[src/design/ipv4fhg_pkg.sv]
package ipv4fhg_pkg;

    // Header constants and limits.
    localparam logic [14:0] MAX_SEGMENT = 15'd16384;
    localparam logic [4:0]  MAX_RESULTS = 5'd30;
    localparam logic [13:0] MTU_MIN     = 14'd576;
    localparam logic [13:0] MTU_MAX     = 14'd9000;
    localparam logic [13:0] MTU_RESET   = 14'd1500;
    localparam logic [13:0] HDR_BYTES   = 14'd20;
    localparam logic [7:0]  VER_IHL     = 8'h45;
    localparam logic [7:0]  TTL_VALUE   = 8'd128;
    localparam logic [15:0] FLAG_DF     = 16'h4000;
    localparam logic [15:0] FLAG_MF     = 16'h2000;
    localparam logic [15:0] WORD_MASK   = 16'hFFFF;

    typedef enum logic [1:0] {
        CFG_SRC_ADDR  = 2'd0,
        CFG_DST_ADDR  = 2'd1,
        CFG_LINK_MTU  = 2'd2,
        CFG_DONT_FRAG = 2'd3
    } t_cfg_reg;

    typedef enum logic [2:0] {
        S_IDLE,
        S_PREP,
        S_DECIDE,
        S_EMIT,
        S_ERR
    } t_state;

    typedef struct packed {
        logic [14:0] segment_length;
        logic [7:0]  upper_protocol;
    } t_in_item;

    typedef struct packed {
        logic [13:0] total_length;
        logic [15:0] flags_offset;
        logic [15:0] identification;
        logic [15:0] header_checksum;
        logic [14:0] payload_offset;
        logic [13:0] payload_length;
        logic        last;
        logic        error;
    } t_out_item;

    // Commands from the controller to the datapath.
    typedef struct packed {
        logic load_item;
        logic bump_id;
        logic start;
        logic emit_frag;
        logic emit_err;
    } t_ctl_cmd;

    // Status from the datapath to the controller.
    typedef struct packed {
        logic len_zero;
        logic len_over;
        logic fits;
        logic frag_err;
        logic final_frag;
        logic slot_free;
    } t_dp_stat;

endpackage

[src/design/ipv4fhg_ctrl.sv]
module ipv4fhg_ctrl (
    input  logic                  i_clk,
    input  logic                  i_rst_n,
    input  logic                  i_in_valid,
    input  ipv4fhg_pkg::t_dp_stat i_stat,
    output ipv4fhg_pkg::t_ctl_cmd o_cmd,
    output logic                  o_in_stall
);

    ipv4fhg_pkg::t_state r_state;
    ipv4fhg_pkg::t_state n_state;

    always_ff @(posedge i_clk) begin
        if (!i_rst_n) begin
            r_state <= ipv4fhg_pkg::S_IDLE;
        end else begin
            r_state <= n_state;
        end
    end

    always_comb begin
        n_state = r_state;
        unique case (r_state)
            ipv4fhg_pkg::S_IDLE: begin
                if (i_in_valid) begin
                    n_state = ipv4fhg_pkg::S_PREP;
                end
            end
            ipv4fhg_pkg::S_PREP: begin
                if (i_stat.len_zero) begin
                    n_state = ipv4fhg_pkg::S_IDLE;
                end else if (i_stat.len_over) begin
                    n_state = ipv4fhg_pkg::S_ERR;
                end else begin
                    n_state = ipv4fhg_pkg::S_DECIDE;
                end
            end
            ipv4fhg_pkg::S_DECIDE: begin
                if (!i_stat.fits && i_stat.frag_err) begin
                    n_state = ipv4fhg_pkg::S_ERR;
                end else begin
                    n_state = ipv4fhg_pkg::S_EMIT;
                end
            end
            ipv4fhg_pkg::S_EMIT: begin
                if (i_stat.slot_free && i_stat.final_frag) begin
                    n_state = ipv4fhg_pkg::S_IDLE;
                end
            end
            ipv4fhg_pkg::S_ERR: begin
                if (i_stat.slot_free) begin
                    n_state = ipv4fhg_pkg::S_IDLE;
                end
            end
            default: begin
                n_state = ipv4fhg_pkg::S_IDLE;
            end
        endcase
    end

    always_comb begin
        o_cmd      = '0;
        o_in_stall = 1'b1;
        unique case (r_state)
            ipv4fhg_pkg::S_IDLE: begin
                o_in_stall    = 1'b0;
                o_cmd.load_item = i_in_valid;
            end
            ipv4fhg_pkg::S_PREP: begin
                o_cmd.bump_id = !i_stat.len_zero && !i_stat.len_over;
            end
            ipv4fhg_pkg::S_DECIDE: begin
                o_cmd.start = 1'b1;
            end
            ipv4fhg_pkg::S_EMIT: begin
                o_cmd.emit_frag = i_stat.slot_free;
            end
            ipv4fhg_pkg::S_ERR: begin
                o_cmd.emit_err = i_stat.slot_free;
            end
            default: begin
                o_in_stall = 1'b1;
            end
        endcase
    end

endmodule

[src/design/ipv4fhg_dpath.sv]
module ipv4fhg_dpath (
    input  logic                   i_clk,
    input  logic                   i_rst_n,
    input  logic                   i_cfg_we,
    input  logic [1:0]             i_cfg_index,
    input  logic [31:0]            i_cfg_data,
    input  ipv4fhg_pkg::t_in_item  i_in_data,
    input  logic                   i_out_stall,
    input  ipv4fhg_pkg::t_ctl_cmd  i_cmd,
    output ipv4fhg_pkg::t_dp_stat  o_stat,
    output logic                   o_out_valid,
    output ipv4fhg_pkg::t_out_item o_out_data
);

    // Configuration registers.
    logic [31:0] r_src;
    logic [31:0] r_dst;
    logic [13:0] r_mtu;
    logic        r_df;

    // Values derived from the configuration, refreshed every cycle.
    logic [13:0] r_room;
    logic [13:0] r_frag;
    logic [18:0] r_addr_sum;

    // Per-segment working registers.
    logic [14:0] r_len;
    logic [7:0]  r_proto;
    logic [15:0] r_ident;
    logic [18:0] r_base;
    logic [14:0] r_pos;
    logic [14:0] r_rem;
    logic        r_whole;

    logic                   r_out_valid;
    ipv4fhg_pkg::t_out_item r_out;

    logic [13:0] mtu_clamped;
    logic [19:0] len_limit;
    logic [18:0] base_sum;
    logic        final_frag;
    logic [13:0] plen;
    logic [15:0] fo;
    logic [13:0] tlen;
    logic [20:0] csum_raw;
    logic [16:0] csum_fold1;
    logic [16:0] csum_fold2;
    logic        slot_free;

    always_ff @(posedge i_clk) begin
        if (!i_rst_n) begin
            r_src <= '0;
            r_dst <= '0;
            r_mtu <= ipv4fhg_pkg::MTU_RESET;
            r_df  <= 1'b0;
        end else if (i_cfg_we) begin
            unique case (ipv4fhg_pkg::t_cfg_reg'(i_cfg_index))
                ipv4fhg_pkg::CFG_SRC_ADDR:  r_src <= i_cfg_data;
                ipv4fhg_pkg::CFG_DST_ADDR:  r_dst <= i_cfg_data;
                ipv4fhg_pkg::CFG_LINK_MTU:  r_mtu <= i_cfg_data[13:0];
                ipv4fhg_pkg::CFG_DONT_FRAG: r_df  <= i_cfg_data[0];
                default: begin
                end
            endcase
        end
    end

    always_comb begin
        if (r_mtu < ipv4fhg_pkg::MTU_MIN) begin
            mtu_clamped = ipv4fhg_pkg::MTU_MIN;
        end else if (r_mtu > ipv4fhg_pkg::MTU_MAX) begin
            mtu_clamped = ipv4fhg_pkg::MTU_MAX;
        end else begin
            mtu_clamped = r_mtu;
        end
    end

    always_ff @(posedge i_clk) begin
        r_room     <= mtu_clamped - ipv4fhg_pkg::HDR_BYTES;
        r_frag     <= (mtu_clamped - ipv4fhg_pkg::HDR_BYTES) & ~14'd7;
        r_addr_sum <= 19'(r_src[31:16]) + 19'(r_src[15:0])
                    + 19'(r_dst[31:16]) + 19'(r_dst[15:0])
                    + 19'({ipv4fhg_pkg::VER_IHL, 8'h00});
    end

    always_ff @(posedge i_clk) begin
        if (!i_rst_n) begin
            r_ident <= '0;
        end else if (i_cmd.bump_id) begin
            r_ident <= r_ident + 16'd1;
        end
    end

    assign len_limit = 20'(r_frag) * 20'(ipv4fhg_pkg::MAX_RESULTS);
    assign base_sum  = 19'(r_addr_sum) + 19'({ipv4fhg_pkg::TTL_VALUE, r_proto})
                     + 19'(r_ident);

    always_ff @(posedge i_clk) begin
        if (i_cmd.load_item) begin
            r_len   <= i_in_data.segment_length;
            r_proto <= i_in_data.upper_protocol;
        end
        if (i_cmd.start) begin
            r_pos   <= '0;
            r_rem   <= r_len;
            r_whole <= o_stat.fits;
            r_base  <= base_sum;
        end else if (i_cmd.emit_frag) begin
            r_pos <= r_pos + 15'(r_frag);
            r_rem <= r_rem - 15'(r_frag);
        end
    end

    // Fields of the fragment that the current position describes.
    assign final_frag = r_whole || (r_rem <= 15'(r_frag));
    assign plen       = final_frag ? r_rem[13:0] : r_frag;
    assign tlen       = plen + ipv4fhg_pkg::HDR_BYTES;

    always_comb begin
        if (!final_frag) begin
            fo = ipv4fhg_pkg::FLAG_MF;
        end else if (r_whole && r_df) begin
            fo = ipv4fhg_pkg::FLAG_DF;
        end else begin
            fo = '0;
        end
        fo = fo | 16'(r_pos[14:3]);
    end

    // End-around carry fold; two passes cover every possible carry.
    assign csum_raw   = 21'(r_base) + 21'(tlen) + 21'(fo);
    assign csum_fold1 = 17'(csum_raw[15:0]) + 17'(csum_raw[20:16]);
    assign csum_fold2 = 17'(csum_fold1[15:0]) + 17'(csum_fold1[16]);

    assign slot_free = !r_out_valid || !i_out_stall;

    always_ff @(posedge i_clk) begin
        if (!i_rst_n) begin
            r_out_valid <= 1'b0;
        end else if (i_cmd.emit_frag || i_cmd.emit_err) begin
            r_out_valid <= 1'b1;
        end else if (!i_out_stall) begin
            r_out_valid <= 1'b0;
        end
    end

    always_ff @(posedge i_clk) begin
        if (i_cmd.emit_frag) begin
            r_out.total_length    <= tlen;
            r_out.flags_offset    <= fo;
            r_out.identification  <= r_ident;
            r_out.header_checksum <= ~csum_fold2[15:0] & ipv4fhg_pkg::WORD_MASK;
            r_out.payload_offset  <= r_pos;
            r_out.payload_length  <= plen;
            r_out.last            <= final_frag;
            r_out.error           <= 1'b0;
        end else if (i_cmd.emit_err) begin
            r_out.total_length    <= '0;
            r_out.flags_offset    <= '0;
            r_out.identification  <= '0;
            r_out.header_checksum <= '0;
            r_out.payload_offset  <= '0;
            r_out.payload_length  <= '0;
            r_out.last            <= 1'b1;
            r_out.error           <= 1'b1;
        end
    end

    assign o_stat.len_zero   = (r_len == '0);
    assign o_stat.len_over   = (r_len > ipv4fhg_pkg::MAX_SEGMENT);
    assign o_stat.fits       = (r_len <= 15'(r_room));
    assign o_stat.frag_err   = r_df || (20'(r_len) > len_limit);
    assign o_stat.final_frag = final_frag;
    assign o_stat.slot_free  = slot_free;

    assign o_out_valid = r_out_valid;
    assign o_out_data  = r_out;

endmodule

[src/design/ipv4_fragment_header_generator.sv]
// IPv4 fragment header generator. Each input transfer names an upper-layer
// segment (length and protocol number); the block answers with one header
// descriptor per fragment, or with a single error descriptor when the segment
// is longer than 16384 bytes, needs fragmenting while dont_fragment is set, or
// would need more than 30 fragments. A zero-length segment produces nothing.
// Descriptors carry version 4, IHL 5, TTL 128, the configured addresses folded
// into the one's-complement header checksum, and a 16-bit identification that
// is incremented before use (first datagram gets 1). The MTU register is
// clamped to 576..9000. Segments are handled one at a time: an input transfer
// is taken in the idle state, setup follows (S_PREP: length checks and
// identification update, then S_DECIDE: fragment decision and checksum base),
// and then one descriptor leaves per cycle while the output is not stalled.
// The descriptor output is registered, so the last descriptor of one segment
// may wait for its transfer while the next segment is already accepted.
// Configuration writes are always ready and must only be issued while no
// segment is in flight.
module ipv4_fragment_header_generator (
    input  logic                   i_clk,
    input  logic                   i_rst_n,

    // Configuration write channel.
    input  logic                   i_cfg_valid,
    output logic                   o_cfg_ready,
    input  logic [1:0]             i_cfg_index,
    input  logic [31:0]            i_cfg_data,

    // Segment input channel.
    input  logic                   i_in_valid,
    output logic                   o_in_stall,
    input  ipv4fhg_pkg::t_in_item  i_in_data,

    // Descriptor output channel.
    output logic                   o_out_valid,
    input  logic                   i_out_stall,
    output ipv4fhg_pkg::t_out_item o_out_data
);

    ipv4fhg_pkg::t_ctl_cmd cmd;
    ipv4fhg_pkg::t_dp_stat stat;

    // Register writes need no wait state.
    assign o_cfg_ready = 1'b1;

    ipv4fhg_ctrl u_ctrl (
        .i_clk      (i_clk),
        .i_rst_n    (i_rst_n),
        .i_in_valid (i_in_valid),
        .i_stat     (stat),
        .o_cmd      (cmd),
        .o_in_stall (o_in_stall)
    );

    ipv4fhg_dpath u_dpath (
        .i_clk       (i_clk),
        .i_rst_n     (i_rst_n),
        .i_cfg_we    (i_cfg_valid && o_cfg_ready),
        .i_cfg_index (i_cfg_index),
        .i_cfg_data  (i_cfg_data),
        .i_in_data   (i_in_data),
        .i_out_stall (i_out_stall),
        .i_cmd       (cmd),
        .o_stat      (stat),
        .o_out_valid (o_out_valid),
        .o_out_data  (o_out_data)
    );

`ifndef SYNTH
    // A segment is worked on alone: the input closes right after a transfer.
    a_one_at_a_time: assert property (@(posedge i_clk) disable iff (!i_rst_n)
        (i_in_valid && !o_in_stall) |=> o_in_stall)
        else $error("input accepted a second segment while busy");

    // An error descriptor is always the last one and carries no header.
    a_error_shape: assert property (@(posedge i_clk) disable iff (!i_rst_n)
        (o_out_valid && o_out_data.error) |->
        (o_out_data.last && o_out_data.total_length == '0
         && o_out_data.header_checksum == '0))
        else $error("malformed error descriptor");

    // A normal descriptor has total length equal to header plus payload.
    a_length_sum: assert property (@(posedge i_clk) disable iff (!i_rst_n)
        (o_out_valid && !o_out_data.error) |->
        (o_out_data.total_length
         == o_out_data.payload_length + ipv4fhg_pkg::HDR_BYTES))
        else $error("total length does not match payload length");
`endif

endmodule
[config.mk]
export PLATFORM = sky130hd
export DESIGN_NAME = ipv4_fragment_header_generator
export DESIGN_NICKNAME = d
export VERILOG_FILES = /design/src/design/ipv4fhg_pkg.sv /design/src/design/ipv4fhg_ctrl.sv /design/src/design/ipv4fhg_dpath.sv /design/src/design/ipv4_fragment_header_generator.sv
export SDC_FILE = /design/constraint.sdc
export NUM_CORES = 1
export LEC_CHECK = 0
export BUFFER_PORTS_ARGS = -buffer_cell sky130_fd_sc_hd__buf_2
export CAP_MARGIN = 0
export CORE_ASPECT_RATIO = 0.8
export CORE_MARGIN = 2
export CORE_UTILIZATION = 45
export CTS_CLUSTER_DIAMETER = 200
export DETAILED_ROUTE_END_ITERATION = 8
export RECOVER_POWER = 25
export REMOVE_ABC_BUFFERS = 1
export SYNTH_ARGS = -nofsm -noshare
export SYNTH_HDL_FRONTEND = slang
export SYNTH_SLANG_ARGS = --single-unit
[constraint.sdc]
create_clock -name i_clk -period 15.7 [get_ports i_clk]
set_input_delay 3.14 -clock i_clk [delete_from_list [all_inputs] [get_ports i_clk]]
set_output_delay 3.14 -clock i_clk [all_outputs]
set_load 0.01 [all_outputs]
==> out/summary.txt, run 1 <==
Die W - 226 um
Ports - 158
DRT Wirelength - 44000 um
WP data required - 16.03 ns
DR iter-0 viols - 845
die span in y - 181 um
Worst Tran Pin Value - 2.04 ns
largest fanout on the critical path - 20
Hold-fix buffers, CTS - 0
DPL Wire Length - 34300 um
startpoint types - register
mean post-synth cell area - 9.43 sq um
worst stage delay on the critical path - 0.62 ns
CP startpoint - u_dpath.r_frag[5]$_DFF_P_
drt drc - 0
number of clock sinks - 276
WHS Path Cells - 2
largest net degree at the start of global routing - 91
antenna cell count - 0
Routed Antenna Nets - 0
status - complete, but fails checks
Synth Area in Adders - 18.3%
total grt overflow - 0
RR Endpoint - u_dpath.o_out_data[46]$_DFFE_PP_
Post-Synth XOR/XNOR Area - 7.27%
initial antenna violation count - 0
vias in the first global route - 12900
number of flops mapped to enable cells by yosys - 131
Reg2Reg Depth - 48
share of cells above drive strength 1 - 11.9%
synthesized cell area - 0.0177 sq mm
unrepaired setup endpoints after global routing - false
via count - 13400
max frequency - 90.0 MHz
CP arrival - 11.44 ns
row count - 64
register-to-register setup slack - 4.59 ns
postcts setup bufs - 0
Cell variety after synth - 82
vias per cell - 5.23
Max transition margin - -35.7%
cell count after placement - 2504
Slew Limit Fails - 107
Yosys warnings - 0
CTS clk-pin slew, worst paths - 0.06 ns
slowest cell on the critical path - a41oi_4
Total GRT Usage - 21.6%
GPL Wtd Cong - 0.950
Total Power - 2.74 mW
critical path class - reg2reg
Final Critical Period - 11.11 ns
largest family of logic cells by synthesized area - adder cells
Synth Register Bits - 276
Syn Inst Count - 1875
Synth Area in Compound Gates - 14.2%
Final WS setup - 4.59 ns
first-pass GRT wire length - 69600 um
pre-CTS worst setup slack - 4.67 ns
mux cell area share after synthesis - 0.418%
# resized after CTS - 0
Core Area - 0.0385 sq mm
DP Area - 0.0189 sq mm
Skew-Pair Late Insertion Delay - 0.59 ns
fill count - 3652
most frequent cells in the layout - nand2_1 (237), a21oi_1 (177), ha_1 (177)
setup TNS - 0 ns
final setup fails - 0
max-cap viol count - 3
top_reg_cell synth - dfxtp_1
Final Hold Fails - 0
TritonCTS Buffers - 31
Routed wire per std cell - 17.2 um
power density over cell area - 137 mW/mm^2
Tcrit/Tclk final - 70.8%
post-route cell area - 0.0200 sq mm
Worst Clk Skew - 0.0142 ns
die footprint - 0.0409 sq mm
final std cells w/o fill - 2562
register area share after synthesis - 38.7%
Leak - 8.49 nW
failing checks - max-capacitance violations, max-slew violations
CTS tree - yes
Max Root-Sink Buffers - 3
TritonRoute pass-1 iters - 5
H-Tree Depth - 1
Async SR Flop Fraction - 0%
count of input and output buffers - 151
Synth Area in Simple Gates - 15.9%
Worst VDD drop - 0.0000875 V
FF-to-FF Start - u_dpath.r_frag[5]$_DFF_P_
Root Buffer - clkbuf_16
initial core utilization - 45.9%
most common cell after layout, fill and taps aside - nand2_1
Worst Setup End Kind - register
Hold Startpoint - u_dpath.r_dst[31]$_SDFFE_PN0P_
worst min path class - reg2reg
# nets final - 2299
Endpoint, Worst Hold - u_dpath.r_dst[31]$_SDFFE_PN0P_
most used cell, CP - ha_1
area growth from synthesis to layout - 13.1%
-- critical path, delay by kind of cell, from the launching register on --
family          cells  cell delay (ns)
compound gates     20             4.26
simple gates       12             2.57
fa+ha+maj           7             2.10
xor+xnor            4             0.69
flops               1             0.61
buf+inv             4             0.47
mux                 1             0.14
-- routing by layer --
| layer | vias up | wire length (um) | track usage (%) |
|---|---|---|---|
| met2 | 355 | 18400 | 32.3 |
| met4 | 0 | 1110 | 5.51 |
| met5 | - | 0 | 0 |
| li1 | 6724 | - | - |
| met1 | 6264 | 21700 | 32.3 |
| met3 | 65 | 2790 | 3.42 |
-- per-stage QoR --
| stage | util, % | hold slack, ns |
|---|---|---|
| 2_1_floorplan | - | 0.416 |
| 3_3_place_gp | 49.1 | 0.443 |
| 3_5_place_dp | 49.1 | 0.446 |
| 4_1_cts | 52.0 | 0.455 |
| 5_1_grt | 51.9 | 0.471 |
| 6_report | 51.9 | 0.453 |
-- synthesized netlist by cell type, types with 29 or more instances --
cell type	n	area share (%)
nand3_1	48	1.4
fa_1	51	5.8
xor2_1	51	2.5
a21o_1	29	1.2
xnor2_1	92	4.6
o21ai_0	65	1.8
inv_1	153	3.2
ha_1	177	13
edfxtp_1	131	22
clkbuf_1	45	0.96
dfxtp_1	145	16
a21oi_1	178	5.0
nand2_1	237	5.0
and2_1	41	1.5
nor2_1	131	2.8
-- sequential cells by signal, indices dropped and copies added (netlist names), 11 cells and up --
register            flops
u_dpath.r_frag         11
u_dpath.r_mtu          14
u_dpath.r_addr_sum     19
u_dpath.r_pos          12
u_dpath.r_dst          32
u_dpath.r_len          15
u_dpath.r_ident        16
u_dpath.r_base         19
u_dpath.r_rem          15
u_dpath.r_src          32
u_dpath.o_out_data     74
-- worst max path at each step --
stage / slack [ns] / endpoint
floorplan: 5.71 / u_dpath.o_out_data[44]$_DFFE_PP_
finish: 4.59 / u_dpath.o_out_data[46]$_DFFE_PP_
global placement: 5.09 / u_dpath.o_out_data[46]$_DFFE_PP_
CTS: 4.60 / u_dpath.o_out_data[46]$_DFFE_PP_
global route: 3.57 / u_dpath.o_out_data[46]$_DFFE_PP_
detailed placement: 4.67 / u_dpath.o_out_data[46]$_DFFE_PP_
-- kinds of logic after synthesis --
family | count (synthesis)
xor gates and xnor gates | 145
adders and majority gates | 228
muxes | 7
other | 2
buffers and inverters | 221
AOI/OAI and AO/OA | 402
DFF | 276
and+or+nand+nor | 594
-- cell type report --
class | instances | area [sq um] | share of cell area (%)
flip-flops and latches | 276 | 6840 | 34.2
clock inverters | 17 | 219 | 1.10
clock buffers | 41 | 893 | 4.47
well taps | 528 | 661 | 3.30
multi-input cells | 1383 | 9980 | 49.9
inverters | 154 | 578 | 2.89
repair buffers | 163 | 821 | 4.11
-- power breakdown --
group / total [mW] / switching [mW] / internal, mW
clock: 0.775 / 0.307 / 0.468
sequential: 0.892 / 0.0649 / 0.827
combinational: 1.08 / 0.626 / 0.452
No activity file was read; power rests on OpenSTA's default activity.
==> run 2: changes to the inputs <==
==> constraint.sdc (replaced) <==
create_clock -name i_clk -period 10.31 [get_ports i_clk]
set_input_delay 2.062 -clock i_clk [delete_from_list [all_inputs] [get_ports i_clk]]
set_output_delay 2.062 -clock i_clk [all_outputs]
set_load 0.01 [all_outputs]
==> out/summary.txt, run 2 (synthesis gave the netlist of run 1 again) <==
first-pass GRT wire length - 69400 um (-0.27%)
share of cells above drive strength 1 - 13.4% (+1.4 points)
most common cell after layout, fill and taps aside - nand2_1
Final Critical Period - 9.72 ns (-1.39 ns)
Reg2Reg Depth - 47 (-2.1%)
Slew Limit Fails - 73 (-32%)
Root Buffer - clkbuf_16
vias per cell - 5.22 (-0.16%)
status - complete, but fails checks
WL met2 - 19200 um (+4.3%)
Gate power share - 40.9% (+1.6 points)
initial antenna violation count - 1 (+1)
largest net degree at the start of global routing - 86 (-5.5%)
power density over cell area - 208 mW/mm^2 (+52%)
RR Endpoint - u_dpath.o_out_data[46]$_DFFE_PP_
most frequent cells in the layout - nand2_1 (237), ha_1 (177), a21oi_1 (175)
TritonCTS Buffers - 30 (-3.2%)
max frequency - 103 MHz (+14%)
CTS clk-pin slew, worst paths - 0.06 ns (about the same)
die footprint - 0.0409 sq mm (unchanged)
Reg power frac - 31.6% (-0.9 points)
Die W - 226 um (unchanged)
worst stage delay on the critical path - 0.51 ns (-0.11 ns)
final setup fails - 0 (unchanged)
Core Area - 0.0385 sq mm (unchanged)
post-route cell area - 0.0203 sq mm (+1.4%)
Max transition margin - -31.9% (+3.8 points)
die span in y - 181 um (unchanged)
CP endpoint - u_dpath.o_out_data[46]$_DFFE_PP_
drt drc - 0 (unchanged)
vias in the first global route - 12800 (-0.15%)
WP data required - 10.62 ns (-5.41 ns)
Total Power - 4.22 mW (+54%)
Tcrit/Tclk final - 94.3% (+23 points)
count of input and output buffers - 151 (unchanged)
via count - 13600 (+1.2%)
Int Pwr - 2.70 mW (+54%)
TritonRoute pass-1 iters - 5 (unchanged)
# nets final - 2334 (+1.5%)
Worst Setup End Kind - register
register-to-register setup slack - 0.59 ns (-4.00 ns)
Total GRT Usage - 21.5% (-0.044 points)
row count - 64 (unchanged)
total grt overflow - 0 (unchanged)
Routed wire per std cell - 17.1 um (-0.55%)
met1 wire length - 21800 um (+0.56%)
DPL Wire Length - 34500 um (+0.81%)
max reg flops - 74 (unchanged)
startpoint types - register
Hold-fix buffers, CTS - 0 (unchanged)
worst hold slack - 0.453 ns (-0.000443 ns)
number of clock sinks - 276 (unchanged)
CP startpoint - u_dpath.r_rem[8]$_DFFE_PP_
slowest cell on the critical path - edfxtp_1
most used cell, CP - ha_1
CP arrival - 10.03 ns (-1.41 ns)
Skew-Pair Late Insertion Delay - 0.57 ns (-0.02 ns)
antenna cell count - 0 (unchanged)
area growth from synthesis to layout - 14.6%
WHS Path Cells - 2 (unchanged)
Final Hold Fails - 0 (unchanged)
initial core utilization - 45.9% (unchanged)
final std cells w/o fill - 2596 (+1.3%)
Ports - 158 (unchanged)
failing checks - max-capacitance violations, max-slew violations
Leak - 8.64 nW (+1.7%)
max-cap viol count - 2 (-1)
GPL Wtd Cong - 0.910 (-4.2%)
DR iter-0 viols - 815 (-3.6%)
DR WL met3 - 2320 um (-17%)
Top Layer Used - met4
switch share - 36.2% (-0.16 points)
DP Area - 0.0191 sq mm (+1.3%)
Sw Pwr - 1.53 mW (+53%)
DRT Wirelength - 44400 um (+0.77%)
CTS tree - yes
Worst Tran Pin Value - 1.98 ns (-0.0570 ns)
Worst Clk Skew - 0.0123 ns (-0.00190 ns)
Clk pwr share - 27.5% (-0.7 points)
FF-to-FF Start - u_dpath.r_rem[8]$_DFFE_PP_
worst min path class - reg2reg
Worst VDD drop - 0.000152 V (+73%)
H-Tree Depth - 1 (unchanged)
largest fanout on the critical path - 6 (-70%)
cell count after placement - 2536 (+1.3%)
Max Root-Sink Buffers - 3 (unchanged)
critical path class - reg2reg
Routed Antenna Nets - 0 (unchanged)
## run 2: changes by cell type in the layout (fill, tap and decap cells not counted), moves of 4 or more
cell | previous run | this run
buf_4 | 9 | 43
and2_1 | 22 | 18
clkbuf_1 | 16 | 21
clkinv_1 | 0 | 5
clkbuf_8 | 8 | 0
## run 2: power by group through the flow
stage,sequential [mW],combinational [mW],clock [mW]
floorplan,1.35,1.23,0
global placement,1.36,1.66,0
detailed placement,1.36,1.68,0
CTS,1.34,1.70,1.19
global route,1.35,1.94,1.23
finish,1.34,1.73,1.16
## run 2: timing repair
action	4_1_cts	5_1_grt
setup endpoints to repair	3	11
setup buffers	0	4
pin swaps	0	9
resized for setup	2	16
## run 2: through the flow
stage	setup slack (ns)	setup TNS (ns)	util (%)
3_5_place_dp	-0.0489	-0.0678	49.7
6_report	0.591	0	52.6
4_1_cts	0.0687	0	52.5
2_1_floorplan	0.317	0	-
5_1_grt	-0.0550	-0.120	52.6
3_3_place_gp	0.313	0	49.7
## run 2: worst max-delay path: cells and delay by family (launching register included)
family | cells | cell delay, ns
flops | 1 | 0.51
compound gates | 14 | 2.61
xor+xnor | 3 | 0.43
buf+inv | 5 | 0.41
mux | 1 | 0.14
simple gates | 17 | 3.34
fa+ha+maj | 7 | 1.98
## run 2: how the worst min path moves through the flow
stage | start | to
finish | u_dpath.r_dst[7]$_SDFFE_PN0P_ | u_dpath.r_dst[7]$_SDFFE_PN0P_
global route | u_dpath.r_dst[23]$_SDFFE_PN0P_ | u_dpath.r_dst[23]$_SDFFE_PN0P_
CTS | u_dpath.r_dst[5]$_SDFFE_PN0P_ | u_dpath.r_dst[5]$_SDFFE_PN0P_
detailed placement | u_dpath.r_dst[5]$_SDFFE_PN0P_ | u_dpath.r_dst[5]$_SDFFE_PN0P_
global placement | u_dpath.r_dst[13]$_SDFFE_PN0P_ | u_dpath.r_dst[13]$_SDFFE_PN0P_
floorplan | u_dpath.r_mtu[2]$_SDFFE_PN1P_ | u_dpath.r_room[2]$_DFF_P_
## run 2: layout make-up
type	count	area (sq um)
clock inverter	21	279
fill	3548	18300
inverter	154	578
multi-input combinational	1383	10000
timing repair buffer	199	1090
tap	528	661
sequential	276	6840
clock buffer	35	791
## run 2: metal layers
metal | vias to the layer above | global-route usage [%]
met5 | - | 0
li1 | 6811 | -
met1 | 6354 | 31.6
met3 | 55 | 3.43
met4 | 0 | 5.03
met2 | 344 | 33.1
